$ cat config.mk
export PLATFORM = sky130hd
export DESIGN_NAME = window_autorange_ticks
export DESIGN_NICKNAME = d
export VERILOG_FILES = /design/src/rtl/wat_pkg.sv /design/src/rtl/wat_cell.sv /design/src/rtl/wat_divider.sv /design/src/rtl/window_autorange_ticks.sv
export SDC_FILE = /design/constraint.sdc
export NUM_CORES = 2
export LEC_CHECK = 0
export ABC_CLOCK_PERIOD_IN_PS = 9100
export BUFFER_PORTS_ARGS = -buffer_cell sky130_fd_sc_hd__buf_2
export CAP_MARGIN = 5
export CORE_ASPECT_RATIO = 0.9
export CORE_MARGIN = 10
export CORE_UTILIZATION = 47
export CTS_BUF_LIST = sky130_fd_sc_hd__clkbuf_4 sky130_fd_sc_hd__clkbuf_8
export CTS_CLUSTER_SIZE = 30
export DETAILED_ROUTE_END_ITERATION = 6
export GPL_ROUTABILITY_DRIVEN = 0
export GPL_TIMING_DRIVEN = 0
export SLEW_MARGIN = 20
export SYNTH_ARGS = -nofsm -noshare
export SYNTH_HDL_FRONTEND = slang
export SYNTH_SLANG_ARGS = --single-unit
$ cat constraint.sdc
create_clock -name clock -period 9.1 [get_ports clock]
set_clock_uncertainty 0.05 [all_clocks]
set_input_delay 1.365 -clock clock [delete_from_list [all_inputs] [get_ports clock]]
set_output_delay 1.365 -clock clock [all_outputs]
set_load 0.01 [all_outputs]
$ cat src/rtl/wat_pkg.sv
// shared constants, types and the tick table for the window autorange block
`timescale 1ns / 1ps
`default_nettype none
package wat_pkg;

   localparam int WINDOW_LEN = 30;
   localparam int CNT_W      = (WINDOW_LEN > 2) ? $clog2(WINDOW_LEN) : 1;

   localparam int SAMPLE_W = 16;
   localparam int TICK_W   = 13;
   localparam int RANGE_W  = 17;
   localparam int DIFF_W   = 15;
   localparam int DIV_CNT_W = $clog2(SAMPLE_W);

   localparam int TICK_TABLE_LEN = 9;
   localparam logic [TICK_W-1:0] TICK_FALLBACK = 13'd5;
   localparam logic [TICK_W-1:0] TICK_TABLE [TICK_TABLE_LEN] = '{
      13'd1, 13'd5, 13'd10, 13'd25, 13'd50, 13'd250, 13'd500, 13'd2500, 13'd5000
   };

   // reciprocal of five, exact for spans below 2^18
   localparam logic [15:0] RECIP5      = 16'd52429;
   localparam int          RECIP5_SHIFT = 18;

   typedef struct packed {
      logic shift;   // every cell takes its neighbour's value
      logic load;    // head cell takes the new sample instead of the tail
   } cell_ctrl_type;

   typedef logic signed [SAMPLE_W-1:0] sample_type;

   // first table entry above diff, else the fallback
   function automatic logic [TICK_W-1:0] tick_select(input logic [DIFF_W-1:0] diff);
      logic [TICK_W-1:0] pick;
      pick = TICK_FALLBACK;
      for (int i = TICK_TABLE_LEN - 1; i >= 0; i--) begin
         if ({2'b00, diff} < {4'b0000, TICK_TABLE[i]}) begin
            pick = TICK_TABLE[i];
         end
      end
      return pick;
   endfunction

endpackage
`default_nettype wire

$ cat src/rtl/wat_cell.sv
// one window cell: holds a sample and passes it down the chain
`timescale 1ns / 1ps
`default_nettype none
module wat_cell (
   input  wire logic                  clock,
   input  wire logic                  reset,
   input  wire wat_pkg::cell_ctrl_type ctrl,
   input  wire wat_pkg::sample_type   load_in,
   input  wire wat_pkg::sample_type   chain_in,
   output wat_pkg::sample_type        sample_out
);
   import wat_pkg::*;

   sample_type sample_ff;
   sample_type sample_in;

   always_comb begin
      sample_in = sample_ff;
      if (ctrl.shift) begin
         sample_in = ctrl.load ? load_in : chain_in;
      end
   end

   always_ff @(posedge clock) begin
      if (reset) begin
         sample_ff <= '0;
      end else begin
         sample_ff <= sample_in;
      end
   end

   assign sample_out = sample_ff;

endmodule
`default_nettype wire

$ cat src/rtl/wat_divider.sv
// restoring divider, one quotient bit per cycle
`timescale 1ns / 1ps
`default_nettype none
module wat_divider (
   input  wire logic                          clock,
   input  wire logic                          reset,
   input  wire logic                          start,
   input  wire logic [wat_pkg::SAMPLE_W-1:0]  dividend,
   input  wire logic [wat_pkg::TICK_W-1:0]    divisor,
   output logic                               done,
   output logic [wat_pkg::SAMPLE_W-1:0]       quotient
);
   import wat_pkg::*;

   logic                 run_ff, run_in;
   logic                 done_ff, done_in;
   logic [DIV_CNT_W-1:0] cnt_ff, cnt_in;
   logic [SAMPLE_W-1:0]  dvd_ff, dvd_in;
   logic [TICK_W-1:0]    rem_ff, rem_in;
   logic [TICK_W:0]      trial;
   logic                 fits;

   always_comb begin
      trial  = {rem_ff, dvd_ff[SAMPLE_W-1]};
      fits   = trial >= {1'b0, divisor};
      run_in = run_ff;
      cnt_in = cnt_ff;
      dvd_in = dvd_ff;
      rem_in = rem_ff;
      done_in = 1'b0;
      if (start) begin
         run_in = 1'b1;
         cnt_in = '0;
         dvd_in = dividend;
         rem_in = '0;
      end else if (run_ff) begin
         rem_in = fits ? TICK_W'(trial - {1'b0, divisor}) : TICK_W'(trial);
         dvd_in = {dvd_ff[SAMPLE_W-2:0], fits};
         cnt_in = cnt_ff + 1'b1;
         if (cnt_ff == DIV_CNT_W'(SAMPLE_W - 1)) begin
            run_in  = 1'b0;
            done_in = 1'b1;
         end
      end
   end

   always_ff @(posedge clock) begin
      if (reset) begin
         run_ff  <= 1'b0;
         done_ff <= 1'b0;
         cnt_ff  <= '0;
      end else begin
         run_ff  <= run_in;
         done_ff <= done_in;
         cnt_ff  <= cnt_in;
      end
   end

   always_ff @(posedge clock) begin
      dvd_ff <= dvd_in;
      rem_ff <= rem_in;
   end

   assign done     = done_ff;
   assign quotient = dvd_ff;

endmodule
`default_nettype wire

$ cat src/rtl/window_autorange_ticks.sv
// top level: sliding window min/max and tick-aligned axis range
`timescale 1ns / 1ps
`default_nettype none
//
// channel    direction  handshake              payload
// req_       in         req_valid / req_stall  req_new_sample
// rsp_       out        rsp_valid / rsp_stall  rsp_window_min, rsp_window_max,
//                                              rsp_tick_step, rsp_range_low,
//                                              rsp_range_high
//
// for each request the scan walks the whole window round the cell chain once,
// then a 16-step divider aligns the minimum to the tick
// reset is synchronous, active high, and clears the window to zero
// requests are stalled while a request is being worked on; a finished result
// waits in the output register without holding up the next request
//
module window_autorange_ticks (
   input  wire logic                                 clock,
   input  wire logic                                 reset,
   input  wire logic                                 req_valid,
   output logic                                      req_stall,
   input  wire logic signed [wat_pkg::SAMPLE_W-1:0]  req_new_sample,
   output logic                                      rsp_valid,
   input  wire logic                                 rsp_stall,
   output logic signed [wat_pkg::SAMPLE_W-1:0]       rsp_window_min,
   output logic signed [wat_pkg::SAMPLE_W-1:0]       rsp_window_max,
   output logic        [wat_pkg::TICK_W-1:0]         rsp_tick_step,
   output logic signed [wat_pkg::RANGE_W-1:0]        rsp_range_low,
   output logic signed [wat_pkg::RANGE_W-1:0]        rsp_range_high
);
   import wat_pkg::*;

   // sequencer states
   localparam logic [2:0] ST_IDLE = 3'd0;   // waiting for a request
   localparam logic [2:0] ST_SCAN = 3'd1;   // window rotating past the tail
   localparam logic [2:0] ST_DIFF = 3'd2;   // span divided by five
   localparam logic [2:0] ST_TICK = 3'd3;   // tick looked up
   localparam logic [2:0] ST_DIVS = 3'd4;   // divider started
   localparam logic [2:0] ST_DIVW = 3'd5;   // divider running
   localparam logic [2:0] ST_MUL  = 3'd6;   // quotient times tick
   localparam logic [2:0] ST_FIN  = 3'd7;   // bounds into the output register

   logic [2:0]          state_ff, state_in;
   logic [CNT_W-1:0]    cnt_ff, cnt_in;
   sample_type          min_ff, min_in;
   sample_type          max_ff, max_in;
   logic [DIFF_W-1:0]   diff_ff, diff_in;
   logic [TICK_W-1:0]   tick_ff, tick_in;
   logic [RANGE_W-1:0]  prod_ff, prod_in;

   logic                rsp_valid_ff, rsp_valid_in;
   sample_type          rsp_min_ff, rsp_max_ff;
   logic [TICK_W-1:0]   rsp_tick_ff;
   logic signed [RANGE_W-1:0] rsp_low_ff, rsp_high_ff;

   logic                req_take;
   logic                fin_load;
   cell_ctrl_type       cell_ctrl;
   sample_type          cell_q [WINDOW_LEN];
   sample_type          tail;

   logic [RANGE_W-1:0]  span;
   logic [RANGE_W+15:0] span_scaled;
   logic                min_neg;
   logic [SAMPLE_W-1:0] min_mag;
   logic                div_start;
   logic                div_done;
   logic [SAMPLE_W-1:0] div_quot;
   logic [RANGE_W+12:0] quot_times_tick;
   logic signed [RANGE_W:0] aligned;
   logic signed [RANGE_W:0] low_wide;
   logic signed [RANGE_W:0] high_wide;

   assign req_stall = (state_ff != ST_IDLE);
   assign req_take  = req_valid && !req_stall;

   // the chain: load pushes the new sample in at the head and drops the tail,
   // rotation feeds the tail back to the head so the order comes back intact
   assign cell_ctrl.shift = req_take || (state_ff == ST_SCAN);
   assign cell_ctrl.load  = req_take;
   assign tail = cell_q[WINDOW_LEN-1];

   for (genvar g = 0; g < WINDOW_LEN; g++) begin : g_cell
      if (g == 0) begin : g_head
         wat_cell u_cell (
            .clock      (clock),
            .reset      (reset),
            .ctrl       (cell_ctrl),
            .load_in    (req_new_sample),
            .chain_in   (tail),
            .sample_out (cell_q[g])
         );
      end else begin : g_body
         wat_cell u_cell (
            .clock      (clock),
            .reset      (reset),
            .ctrl       (cell_ctrl),
            .load_in    (cell_q[g-1]),
            .chain_in   (cell_q[g-1]),
            .sample_out (cell_q[g])
         );
      end
   end

   // span is never negative; divide by five through the reciprocal
   assign span        = RANGE_W'({max_ff[SAMPLE_W-1], max_ff} - {min_ff[SAMPLE_W-1], min_ff});
   assign span_scaled = span * RECIP5;

   // truncating division works on the magnitude of the minimum
   assign min_neg   = min_ff[SAMPLE_W-1];
   assign min_mag   = min_neg ? SAMPLE_W'(-{min_ff[SAMPLE_W-1], min_ff}) : min_ff;
   assign div_start = (state_ff == ST_DIVS);

   wat_divider u_divider (
      .clock    (clock),
      .reset    (reset),
      .start    (div_start),
      .dividend (min_mag),
      .divisor  (tick_ff),
      .done     (div_done),
      .quotient (div_quot)
   );

   assign quot_times_tick = {1'b0, div_quot} * tick_ff;

   // bounds: aligned minimum less one tick, then five ticks up
   assign aligned   = min_neg ? -$signed({1'b0, prod_ff}) : $signed({1'b0, prod_ff});
   assign low_wide  = aligned - $signed({5'b00000, tick_ff});
   assign high_wide = low_wide + $signed(18'({5'b00000, tick_ff} * 18'd5));

   assign fin_load = (state_ff == ST_FIN) && (!rsp_valid_ff || !rsp_stall);

   always_comb begin
      state_in = state_ff;
      cnt_in   = cnt_ff;
      min_in   = min_ff;
      max_in   = max_ff;
      diff_in  = diff_ff;
      tick_in  = tick_ff;
      prod_in  = prod_ff;
      case (state_ff)
         ST_IDLE: begin
            cnt_in = '0;
            if (req_take) begin
               state_in = ST_SCAN;
            end
         end
         ST_SCAN: begin
            if (cnt_ff == '0) begin
               min_in = tail;
               max_in = tail;
            end else begin
               if (tail < min_ff) begin
                  min_in = tail;
               end
               if (tail > max_ff) begin
                  max_in = tail;
               end
            end
            cnt_in = cnt_ff + 1'b1;
            if (cnt_ff == CNT_W'(WINDOW_LEN - 1)) begin
               state_in = ST_DIFF;
            end
         end
         ST_DIFF: begin
            diff_in  = span_scaled[RECIP5_SHIFT +: DIFF_W];
            state_in = ST_TICK;
         end
         ST_TICK: begin
            tick_in  = tick_select(diff_ff);
            state_in = ST_DIVS;
         end
         ST_DIVS: begin
            state_in = ST_DIVW;
         end
         ST_DIVW: begin
            if (div_done) begin
               state_in = ST_MUL;
            end
         end
         ST_MUL: begin
            prod_in  = quot_times_tick[RANGE_W-1:0];
            state_in = ST_FIN;
         end
         ST_FIN: begin
            if (fin_load) begin
               state_in = ST_IDLE;
            end
         end
         default: begin
            state_in = ST_IDLE;
         end
      endcase
   end

   assign rsp_valid_in = (rsp_valid_ff && rsp_stall) || fin_load;

   always_ff @(posedge clock) begin
      if (reset) begin
         state_ff     <= ST_IDLE;
         cnt_ff       <= '0;
         rsp_valid_ff <= 1'b0;
      end else begin
         state_ff     <= state_in;
         cnt_ff       <= cnt_in;
         rsp_valid_ff <= rsp_valid_in;
      end
   end

   always_ff @(posedge clock) begin
      min_ff  <= min_in;
      max_ff  <= max_in;
      diff_ff <= diff_in;
      tick_ff <= tick_in;
      prod_ff <= prod_in;
      if (fin_load) begin
         rsp_min_ff  <= min_ff;
         rsp_max_ff  <= max_ff;
         rsp_tick_ff <= tick_ff;
         rsp_low_ff  <= RANGE_W'(low_wide);
         rsp_high_ff <= RANGE_W'(high_wide);
      end
   end

   assign rsp_valid      = rsp_valid_ff;
   assign rsp_window_min = rsp_min_ff;
   assign rsp_window_max = rsp_max_ff;
   assign rsp_tick_step  = rsp_tick_ff;
   assign rsp_range_low  = rsp_low_ff;
   assign rsp_range_high = rsp_high_ff;

`ifndef ASSERT_OFF
   a_span_five_ticks: assert property (@(posedge clock) disable iff (reset)
      rsp_valid |-> (RANGE_W'(rsp_range_high - rsp_range_low)
                     == RANGE_W'({4'b0000, rsp_tick_step} * 17'd5)))
      else $error("axis span is not five ticks");

   a_min_le_max: assert property (@(posedge clock) disable iff (reset)
      rsp_valid |-> (rsp_window_min <= rsp_window_max))
      else $error("window minimum above maximum");

   a_tick_range: assert property (@(posedge clock) disable iff (reset)
      rsp_valid |-> (rsp_tick_step != '0 && rsp_tick_step <= 13'd5000))
      else $error("tick outside table range");

   a_div_done_when_waiting: assert property (@(posedge clock) disable iff (reset)
      div_done |-> (state_ff == ST_DIVW))
      else $error("divider finished outside its wait state");

   a_scan_count: assert property (@(posedge clock) disable iff (reset)
      (state_ff == ST_SCAN) |-> (cnt_ff <= CNT_W'(WINDOW_LEN - 1)))
      else $error("scan ran past the window");
`endif

endmodule
`default_nettype wire
==> flow_summary.toml <==
[worst_hold_path]
worstHoldPathType = "flop to flop"

[finish]
fin_area_sq_um = 40400
post_route_cells_drive_above_1_share_pct = 7.55
regArea_sq_um = 15200
multiInputGateArea_sq_um = 18900
n_fill_cell = 7272
final_nets = 4715
flow.area_growth_from_synthesis_pct = 12.3
post_layout_nonfiller_instances = 5364

[global_routing]
grt_remaining_overflow = 0
antenna_found_initial = 2
global_route_wire_length_before_repair_um = 138000
grt_max_degree = 26
grt_pass1_vias = 26900
grt_use_total_pct = 19.0

[floorplanning]
core_area_sq_um = 76000
fp.dieH_um = 282
start_util_pct = 47.3
die_w_um = 312
fp.dieArea_sq_um = 88000
core.rowCount = 96
num_io_pins = 101

[clock_tree]
clockBufferDepth = 3
htreeDepth = 3
clock_slew_at_the_register_clock_pins_of_the_worst_setup_and_hold_paths_ps = 60
ctsRootBufferMaster = "sky130_fd_sc_hd__clkbuf_8"
clock_latency_ps = 750
cts_buffers = 109
tritoncts = "built"
cts_hold_buffers = 0
numClockSinks = 676

[logic_synthesis]
synth_top_cells_by_area = "sky130_fd_sc_hd__dfxtp_1, sky130_fd_sc_hd__edfxtp_1, sky130_fd_sc_hd__nand2_1"
synth_commonest_cells = "sky130_fd_sc_hd__nand2_1, sky130_fd_sc_hd__a21oi_1, sky130_fd_sc_hd__dfxtp_1"
post_synth.cell_area_avg_sq_um = 8.93
synth_cells = 4028
synth-async-reset-ratio_pct = 0
synth_top_cell_by_area = "sky130_fd_sc_hd__dfxtp_1"
number_of_register_bits_inferred_by_synthesis = 676
synth_enable_flop_cells = 168
yosys_warnings = 0
mappedNetlistArea_sq_um = 36000
seq_area_frac_synth_pct = 42.3
synth_ff_type = "sky130_fd_sc_hd__dfxtp_1"
synthMostInstantiatedCell = "sky130_fd_sc_hd__nand2_1"
synthDistinctLibCells = 68
yosys.area.top_type_share_pct = 28.3
mappedNetlistNets = 4500

[sta]
finalCritPeriodShare_pct = 94.7
final-setup-viol-count = 0
finalHoldViolations = 0
tightest_slew_ps = 1090
unrepaired_setup_endpoints_after_global_routing = "no"
slew-limit-headroom_pct = 27.3
timing.fmax_mhz = 116
slew_violations = 0
fin_crit_ps = 8620

[critical_path]
required_arrival_time_at_the_worst_endpoint_ps = 9500
crit_path_max_incr_delay_ps = 570
standard_cell_with_the_maximum_stage_delay_on_the_critical_path = "sky130_fd_sc_hd__fa_1"
setup.worst_path.start_class = "flop"
most_repeated_library_cell_on_the_critical_path = "sky130_fd_sc_hd__inv_1"
timing.critical_path.arrival_ps = 9020
critical_path_buf_inv_count = 5
criticalPathCategory = "flop to flop"
critPathCaptureType = "flop"
critical-path-top-delay-family = "adder cells"
critical_path.max_fanout = 6

[placed_design]
port_buffers = 98
placed_cells_incl_taps = 5161
placement.cell_area_sq_um = 37900
dp_hpwl_um = 64200

[routing]
drt.antenna.violating_nets = 0
routed_wire_length_per_instance_um = 15.7
num_vias = 27200
drt_pass1_iterations = 5
drcViolationCount = 0
drt-vias-per-instance = 5.08
drt_iter0_drc = 1598
total_wire_length_after_detailed_routing_um = 84000

[power_and_ir_drop]
power_switching_uw = 4770
power-per-cell-area_nw_per_um2 = 310
power_report.internal_total_uw = 7740
power.ir.vdd_worst_mv = 0.587
comb_power_share_pct = 49.7
p_seq_share_pct = 27.3
total_leakage_power_uw = 0.0160
proportion_of_total_power_due_to_net_switching_pct = 38.1
power.share.clock_pct = 23.0

[outcome]
outcome = "finished, final reports clean"

[run]
maxCapViolCount = 0
layer usage:
metal / vias up / track usage [%] / share of wire (%)
met5: - / 0 / 0.011
met4: 2 / 5.78 / 2.4
met3: 152 / 2.91 / 4.1
met2: 421 / 30.9 / 45
met1: 13000 / 25.8 / 48
li1: 13700 / - / -
what timing repair did:
item                                    CTS  global route
resized for setup                         1             5
hold endpoints to repair                  0             0
pin swaps                                 0             0
buffers inserted                          0             0
endpoints found under the setup margin    2             4
flip-flops by register name (all words and copies together) (netlist names):
name / flops
rsp_range_low: 17
u_divider.cnt_ff: 4
cnt_ff: 5
u_divider.done: 1
rsp_range_high: 17
diff_ff: 15
g_cell.g_head.u_cell.sample_out: 16
min_ff: 16
state_ff: 3
rsp_window_min: 16
max_ff: 16
u_divider.run_ff: 1
u_divider.rem_ff: 13
rsp_window_max: 16
rsp_valid: 1
u_divider.quotient: 16
rsp_tick_step: 11
prod_ff: 17
tick_ff: 11
g_cell.g_body.u_cell.sample_out: 464
stage by stage:
step / hold WS, ps / util (%) / TNS, ps / setup WS, ps / power, uW
final: 351 / 53.1 / 0 / 479 / 12500
after global routing: 382 / 53.1 / 0 / 65.6 / 13800
after CTS: 350 / 53.1 / 0 / 230 / 12700
after detailed placement: 393 / 49.8 / -44.4 / -44.4 / 9750
after global placement: 389 / 49.7 / -52.5 / -52.5 / 9680
after floorplan: 376 / - / 0 / 1310 / 8350
tightest hold or removal path: stages, from the launching register on:
cell                      delay (ps)
sky130_fd_sc_hd__dfxtp_1         310
sky130_fd_sc_hd__nand2_1          50
sky130_fd_sc_hd__a21oi_1          50
kinds of logic (layout without fill, tap and decap cells):
logic type,count (synthesis),after routing,synth area share (%)
flip-flops,676,676,42.3
AND/OR/NAND/NOR,1427,1427,16.3
XOR/XNOR,180,180,4.44
AO/OA/AOI/OAI,770,770,12.0
multiplexers,11,11,0.309
buffers and inverters,511,813,5.35
adder cells (fa/ha/maj),452,452,19.2
other,1,6,0.0104
placed cells by master, fill, tap and decap left out, drive strengths merged, types with 21 or more instances in the layout:
cell type / netlist / routed
nand2: 1115 / 1115
a21oi: 541 / 541
dfxtp: 508 / 508
clkbuf: 197 / 375
inv: 312 / 316
ha: 284 / 284
fa: 168 / 168
edfxtp: 168 / 168
xnor2: 118 / 118
buf: 2 / 106
nor2: 95 / 95
and2: 74 / 74
o21ai: 72 / 72
xor2: 62 / 62
a21o: 30 / 30
nand3: 28 / 28
nor3: 28 / 28
o21a: 21 / 21
cell type report:
type | instances | area share (%)
diodes | 5 | 0.0310
plain buffers | 199 | 1.87
clock buffers | 178 | 5.45
clock inverters | 20 | 0.589
inverters | 312 | 2.90
multi-input cells | 2841 | 46.8
flip-flops and latches | 676 | 37.7
well taps | 1029 | 3.19
repair buffers | 104 | 1.47
final timing paths:
check	startpoint	endpoint	slack [ps]	cells past startpoint
setup reg to reg	min_ff[1]	diff_ff[14]	480	30
hold reg to reg	g_cell[19].g_body.u_cell.sample_out[3]	g_cell[20].g_body.u_cell.sample_out[3]	350	2
setup / recovery	min_ff[1]	diff_ff[14]	480	30
hold / removal	g_cell[19].g_body.u_cell.sample_out[3]	g_cell[20].g_body.u_cell.sample_out[3]	350	2
power by group through the flow:
stage,Sequential [uW],Clock (uW),Combinational [uW]
floorplan,3470,0,4880
global placement,3480,0,6200
detailed placement,3480,0,6270
CTS,3420,2950,6320
global route,3420,3070,7280
finish,3420,2880,6220
No activity file was read; power rests on OpenSTA's default activity.
